`config.mk`:
```
export PLATFORM = sky130hd
export DESIGN_NAME = attack_decay_envelope
export DESIGN_NICKNAME = d
export VERILOG_FILES = /design/src/design/ad_env_pkg.sv /design/src/design/attack_decay_envelope.sv
export SDC_FILE = /design/constraint.sdc
export NUM_CORES = 1
export LEC_CHECK = 0
export BUFFER_PORTS_ARGS = -buffer_cell sky130_fd_sc_hd__buf_2
export CORE_MARGIN = 2
export CORE_UTILIZATION = 50
export DETAILED_ROUTE_END_ITERATION = 12
export PLACE_DENSITY = 0.69
export SLEW_MARGIN = 15
export SYNTH_ARGS = -nofsm -noshare
export SYNTH_HDL_FRONTEND = slang
export SYNTH_SLANG_ARGS = --single-unit
```
`constraint.sdc`:
```
create_clock -name clk_i -period 3.8 [get_ports clk_i]
set_input_delay 0.57 -clock clk_i [delete_from_list [all_inputs] [get_ports clk_i]]
set_output_delay 0.57 -clock clk_i [all_outputs]
set_load 0.01 [all_outputs]
```
`src/design/ad_env_pkg.sv`:
```
// Shared constants and the time-to-step mapping for the attack-decay envelope.
// No dependencies; used by the top level, by its port checker and by the testbench.
package ad_env_pkg;

  localparam int unsigned TimeWidth  = 16;
  localparam int unsigned LevelWidth = 16;
  localparam int unsigned PhaseWidth = 32;
  localparam int unsigned StepWidth  = 25;
  localparam int unsigned TimeShift  = 8;

  localparam logic [StepWidth-1:0]  SlowStep   = StepWidth'(100);
  localparam logic [StepWidth-1:0]  StepOffset = StepWidth'(1000);
  localparam logic [LevelWidth-1:0] LevelMax   = {LevelWidth{1'b1}};
  localparam logic [LevelWidth-1:0] LevelZero  = '0;

  // Largest level seen on the first tick after a trigger: max step >> 16.
  localparam logic [LevelWidth-1:0] FirstTickMax = LevelWidth'(256);

  typedef logic [StepWidth-1:0] step_t;

  // A time of zero gives the slow step, anything else (t << 8) + 1000.
  function automatic step_t time_to_step(input logic [TimeWidth-1:0] t);
    step_t shifted;
    shifted = {1'b0, t, {TimeShift{1'b0}}};
    if (t == '0) begin
      return SlowStep;
    end
    return shifted + StepOffset;
  endfunction

endpackage

```
`src/design/attack_decay_envelope.sv`:
```
// Linear attack-decay envelope: one request per cycle, result in an output register.
// A trigger (command 1) restarts the attack and gives no result; a tick (command 0)
// advances the 32-bit phase by the segment's step while not dead and returns one 16-bit level.
// The state update and the level are one 32-bit add and a carry test, written at the
// accepting edge, and the level appears on the output the cycle after. The block
// takes a new request every cycle as long as the output register is empty or
// being drained in that cycle. Depends on ad_env_pkg.
module attack_decay_envelope import ad_env_pkg::*; (
  input  logic                  clk_i,
  input  logic                  rst_ni,
  input  logic                  in_valid_i,
  output logic                  in_ready_o,
  input  logic                  command_i,
  input  logic [TimeWidth-1:0]  attack_time_i,
  input  logic [TimeWidth-1:0]  decay_time_i,
  output logic                  out_valid_o,
  input  logic                  out_ready_i,
  output logic [LevelWidth-1:0] level_o
);

  typedef enum logic [1:0] {
    SegDead   = 2'd0,
    SegAttack = 2'd1,
    SegDecay  = 2'd2
  } segment_e;

  segment_e               segment_q, segment_d;
  logic [PhaseWidth-1:0]  phase_q, phase_d;
  step_t                  step_q, step_d;
  logic [TimeWidth-1:0]   decay_q, decay_d;
  logic                   out_valid_q, out_valid_d;
  logic [LevelWidth-1:0]  level_q, level_d;

  logic                   accept;
  logic [PhaseWidth:0]    sum;
  logic [LevelWidth-1:0]  tick_level;

  assign in_ready_o = !out_valid_q || out_ready_i;
  assign accept     = in_valid_i && in_ready_o;
  assign sum        = {1'b0, phase_q} + {{(PhaseWidth + 1 - StepWidth){1'b0}}, step_q};

  always_comb begin
    segment_d  = segment_q;
    phase_d    = phase_q;
    step_d     = step_q;
    decay_d    = decay_q;
    tick_level = LevelZero;
    case (segment_q)
      SegAttack: begin
        if (sum[PhaseWidth]) begin
          segment_d  = SegDecay;
          phase_d    = '0;
          step_d     = time_to_step(decay_q);
          tick_level = LevelMax;
        end else begin
          phase_d    = sum[PhaseWidth-1:0];
          tick_level = sum[PhaseWidth-1 -: LevelWidth];
        end
      end
      SegDecay: begin
        phase_d = sum[PhaseWidth-1:0];
        if (sum[PhaseWidth]) begin
          segment_d = SegDead;
        end else begin
          tick_level = ~sum[PhaseWidth-1 -: LevelWidth];
        end
      end
      default: begin
        // dead, or the unused code: hold state, report zero
      end
    endcase
    if (command_i) begin
      segment_d = SegAttack;
      phase_d   = '0;
      step_d    = time_to_step(attack_time_i);
      decay_d   = decay_time_i;
    end
  end

  always_comb begin
    out_valid_d = out_valid_q && !out_ready_i;
    level_d     = level_q;
    if (accept && !command_i) begin
      out_valid_d = 1'b1;
      level_d     = tick_level;
    end
  end

  always_ff @(posedge clk_i or negedge rst_ni) begin
    if (!rst_ni) begin
      segment_q   <= SegDead;
      phase_q     <= '0;
      step_q      <= '0;
      decay_q     <= '0;
      out_valid_q <= 1'b0;
    end else begin
      out_valid_q <= out_valid_d;
      if (accept) begin
        segment_q <= segment_d;
        phase_q   <= phase_d;
        step_q    <= step_d;
        decay_q   <= decay_d;
      end
    end
  end

  always_ff @(posedge clk_i) begin
    level_q <= level_d;
  end

  assign out_valid_o = out_valid_q;
  assign level_o     = level_q;

endmodule

```
* After elaboration in Yosys (flattened, before gate mapping)
Cells that the tools add are included.
Operators by class: $add $sub $neg 3, equality and inequality tests 4, mux-type cells 23, bitwise operators 1, reduce and logical (&&, ||, !) cells 16
Operators by type and width (number):
- $mux W25 | 7
- $mux W32 | 2
- $pmux W32 S2 | 1
- $add A24 B10 Y25 const B | 2
- $add A32 B25 Y33 | 1
- $logic_not A16 Y1 | 2
- $mux W16 | 2
- $pmux W16 S2 | 1
- $not A16 Y16 | 1
- $mux W1 | 6
- $mux W2 | 3
- $ne A3 B3 Y1 const B | 2
- $pmux W2 S2 | 1
- $reduce_and A2 Y1 | 2
- $reduce_and A4 Y1 | 1
- $reduce_bool A2 Y1 | 2
- $logic_and A1 B1 Y1 | 3
- $logic_not A1 Y1 | 3
- $reduce_and A3 Y1 | 1
- $reduce_bool A3 Y1 | 1
- $eq A2 B1 Y1 const B | 1
- $eq A2 B2 Y1 const B | 1
- $logic_or A1 B1 Y1 | 1
Storage, ports and cells: bits in registers 92, input port bits 37, output and inout port bits 18, logic and storage cells 53

* Logic depth before layout (Yosys ltp)
word-level depth 8, mapped depth 10, depth with buffers taken out 9

* Worst setup path after synthesis
No wires, ideal clock.
path type in2reg, from input out_ready_i, to register phase_q[25], library setup time 0.087 ns, arrival 2.499 ns, data required time 3.713 ns, path slack 1.214 ns, cell stages on the path 8, path buffers 1, cell sequence nand2b_1 nand2_1 nor2_1 nand2_1 a21oi_4 buf_4 o22ai_1 a22oi_1
Between the ends: word-level cells in the longest chain between the ends 3
RTL lines:
- start, declared | line attack_decay_envelope.sv:17 | input logic out_ready_i,
- $logic_or A1 B1 Y1 | line attack_decay_envelope.sv:38 | assign in_ready_o = !out_valid_q || out_ready_i;
- $logic_and A1 B1 Y1 | line attack_decay_envelope.sv:39 | assign accept = in_valid_i && in_ready_o;
- $reduce_and A2 Y1 (no line)
- end signal, assigned | line attack_decay_envelope.sv:100 | phase_q <= phase_d;
- end, declared | line attack_decay_envelope.sv:28 | logic [PhaseWidth-1:0] phase_q, phase_d;
Every way passes these cells. A chain may end at the register's enable or synchronous reset.

* Final worst setup path
from register phase_q[18], to register phase_q[5]
Between the ends: word-level cells in the longest chain between the ends 4
RTL lines:
- $add A32 B25 Y33 | line attack_decay_envelope.sv:40 | assign sum = {1'b0, phase_q} + {{(PhaseWidth + 1 - StepWidth){1'b0}}, step_q};
- $mux W32 | line attack_decay_envelope.sv:50 | if (sum[PhaseWidth]) begin
- $pmux W32 S2 | line attack_decay_envelope.sv:48 | case (segment_q)
- $mux W32 | line attack_decay_envelope.sv:72 | if (command_i) begin
Every way passes these cells.

==> metrics.md <==
| Metric | Value |
|---|---|
| Post-DP HPWL | 10.9 mm |
| Final setup viols | 0 |
| Input/output buffers | 54 |
| Clock transition at path regs | 0.06 ns |
| CP endpoint kind | register |
| Mean Syn Cell Area | 9.57 µm² |
| Syn Nets | 679 |
| Synth cell count leaders | dfrtp_1 (69), nand2_1 (56), nor2_1 (35) |
| Synth Area in Compound Gates | 21.7% |
| Vias in the first global route | 5,074 |
| Final setup TNS | 0 ns |
| DRC viols | 0 |
| Simple-Gate Fraction of Synth Area | 16.6% |
| Drt wl/cell | 18.3 µm |
| Cell accounting for the most synthesized area | dfrtp_1 |
| Adder-cell share of the synthesized area | 5.87% |
| Critical path arrival | 3.38 ns |
| Leak | 0.00281 µW |
| Largest family of logic cells by synthesized area | compound AO/OA/AOI/OAI gates |
| Top-area cell type share of the netlist area | 29.3% |
| Count of cell types in the netlist | 79 |
| Worst vdd ir | 0.343 mV |
| Cell Rows | 39 |
| Vias | 5,031 |
| Ranking of synthesized cells by area | dfrtp_1 (29%), edfxtp_1 (8.2%), ha_1 (5.5%) |
| Clk sinks | 85 |
| Routed WL | 14.8 mm |
| XOR/XNOR share of the synthesized area | 6.10% |
| Slew Limit Headroom | 25.4% |
| Critical path class | register to register |
| Power Total | 4300 µW |
| Clock Tree Buf Depth | 2 |
| Die Y | 113 µm |
| Final net count | 721 |
| Sequential area share after synthesis | 37.5% |
| Area of the mapped netlist | 0.00589 mm² |
| CTS Hold Buffers Added | 0 |
| Mux cell area share after synthesis | 8.20% |
| Die Width | 113 µm |
| RSZ-0062 raised after global routing | no |
| CTS Buf Count | 9 |
| Max frequency | 313 MHz |
| Main synth FF type | dfrtp_1 |
| Vias per cell | 6.25 |
| First-pass DRT Iterations | 5 |
| Largest net degree at the start of global routing | 47 |
| Worst hold-check path type | input port to asynchronous set/reset pin |
| CP startpoint kind | register |
| Core box area | 0.0115 mm² |
| Layout cell share with drive strength beyond 1 | 17.5% |
| H-tree depth | 3 |
| CTS tree | done |
| Final period util | 84.0% |
| PwrDens | 659 mW/mm² |
| Initial antenna violation count | 0 |
| R2R Path Start | phase_q[18]$_DFFE_PN0P_ |
| Cells after Synth | 615 |
| Critical Path RT | 3.99 ns |
| Post_cts resized | 0 |
| GP Congestion | 0.939 |
| CP Launch Point | phase_q[18]$_DFFE_PN0P_ |
| Sequential cell area | 0.00221 mm² |
| Hold Fails Final Rpt | 0 |
| Clock Root Buffer | clkbuf_16 |
| Antenna cells | 0 |
| Slew of the pin with the lowest slew margin | 1.12 ns |
| Worst skew pair latency | 0.35 ns |
| Post-CTS Setup Repair Bufs | 0 |
| Initial Util | 51.3% |
| Post-synth EDFFs | 16 |
| Async SR Flop Fraction | 81.2% |
| Yosys warns | 0 |
| Multi-input gate area | 0.00345 mm² |
| Most common cell in the synthesized netlist | dfrtp_1 |
| Maximum fanout along the worst path | 17 |
| Yosys reg bits | 85 |
| Synth-to-layout area growth | 10.8% |
| GRT Total Usage | 24.4% |
| Slew Limit Fails | 0 |
| First-pass GRT wire length | 24.9 mm |
| R2R depth | 8 |
| Maxcap violations | 0 |
| Initial DRC Count | 421 |
| Overflow after GRT | 0 |
| # IOs | 55 |
| Minimum clock period | 3.19 ns |
| Filler cell count | 1,026 |
| Antenna violation net count after detailed routing | 0 |
| Die area | 0.0127 mm² |
| Status | completed |
| Worst clock skew | 0.00563 ns |
[metrics by stage]
step	hold WS (ns)	area, µm²	utilization (%)	std cells	worst slack (ns)
2_1_floorplan	0.274	5890	-	615	1.21
3_3_place_gp	0.468	6210	54.2	789	0.751
3_5_place_dp	0.483	6210	54.2	789	0.649
4_1_cts	0.236	6520	56.9	805	0.661
5_1_grt	0.251	6520	56.9	805	0.377
6_report	0.213	6520	56.9	805	0.609
[where the power goes]
part | switching (µW) | internal [µW] | leakage (µW)
clock network | 367 | 536 | 0.000150
logic | 1210 | 809 | 0.00165
registers | 196 | 1180 | 0.00101
[layout by cell type (no fill, tap or decap), types with 5 or more instances in the layout]
master	synthesis	final
mux2_2	16	16
buf_2	7	54
o21bai_1	6	6
nand2_1	56	56
o21ai_0	34	34
o21ai_1	14	14
a21oi_1	22	21
a22oi_1	9	9
a22o_1	6	6
nand4_1	9	9
xor2_1	25	25
nand3_1	17	17
clkbuf_16	0	10
nand2b_1	5	5
nor3b_1	5	5
inv_1	22	22
mux2i_1	10	10
dfrtp_1	69	69
mux2_1	18	18
nor2_1	35	35
nor4_1	6	6
ha_1	26	26
edfxtp_1	16	16
nor3_1	13	13
o31ai_1	10	10
a21o_1	10	10
o22ai_1	22	22
and3_1	5	5
a31oi_1	6	6
o21a_1	7	7
nor2b_1	6	6
xnor2_1	16	16
[per-layer routing]
metal | GRT usage (%) | vias up | routed length [µm]
li1 | - | 2397 | -
met3 | 3.51 | 22 | 744
met4 | 10.3 | 0 | 327
met1 | 32.9 | 2447 | 6760
met2 | 39.7 | 165 | 6930
met5 | 0 | - | 0
[worst max-delay path, stage by stage, from the launching register on]
cell and delay [ns]:
dfrtp_1 0.38, ha_1 0.52, nand4_1 0.25, nor4_2 0.34
nand3_1 0.26, nand4b_2 0.23, a21oi_4 0.16, nor2_2 0.66
o21ai_0 0.23
[final cells by class]
type / count / area share, %
timing repair buffer: 58 / 4.60
sequential: 85 / 33.8
clock inverter: 2 / 0.192
inverter: 22 / 1.27
multi-input combinational: 481 / 52.8
clock buffer: 14 / 4.53
tap: 143 / 2.74
[logic make-up after synthesis]
group,count (synthesis)
xor+xnor,41
mux,44
buf+inv,49
simple gates,185
fa+ha+maj,27
compound gates,184
flops,85
[state kept, by name (all words and copies together) (netlist names)]
name / flops
phase_q: 30
step_q: 20
decay_q: 16
level_o: 16
segment_q: 2
out_valid_o: 1
[final timing paths]
kind | endpoint | slack (ns)
max | phase_q[5]$_DFFE_PN0P_ | 0.61
min | decay_q[2]$_DFFE_PN0P_ | 0.21
max reg2reg | phase_q[5]$_DFFE_PN0P_ | 0.61
min reg2reg | step_q[18]$_DFFE_PN0P_ | 0.49
max in group asynchronous | phase_q[24]$_DFFE_PN0P_ | 2.60
min in group clk_i | decay_q[10]$_DFFE_PN0P_ | 0.45
Power figures use the tool's default switching activity.
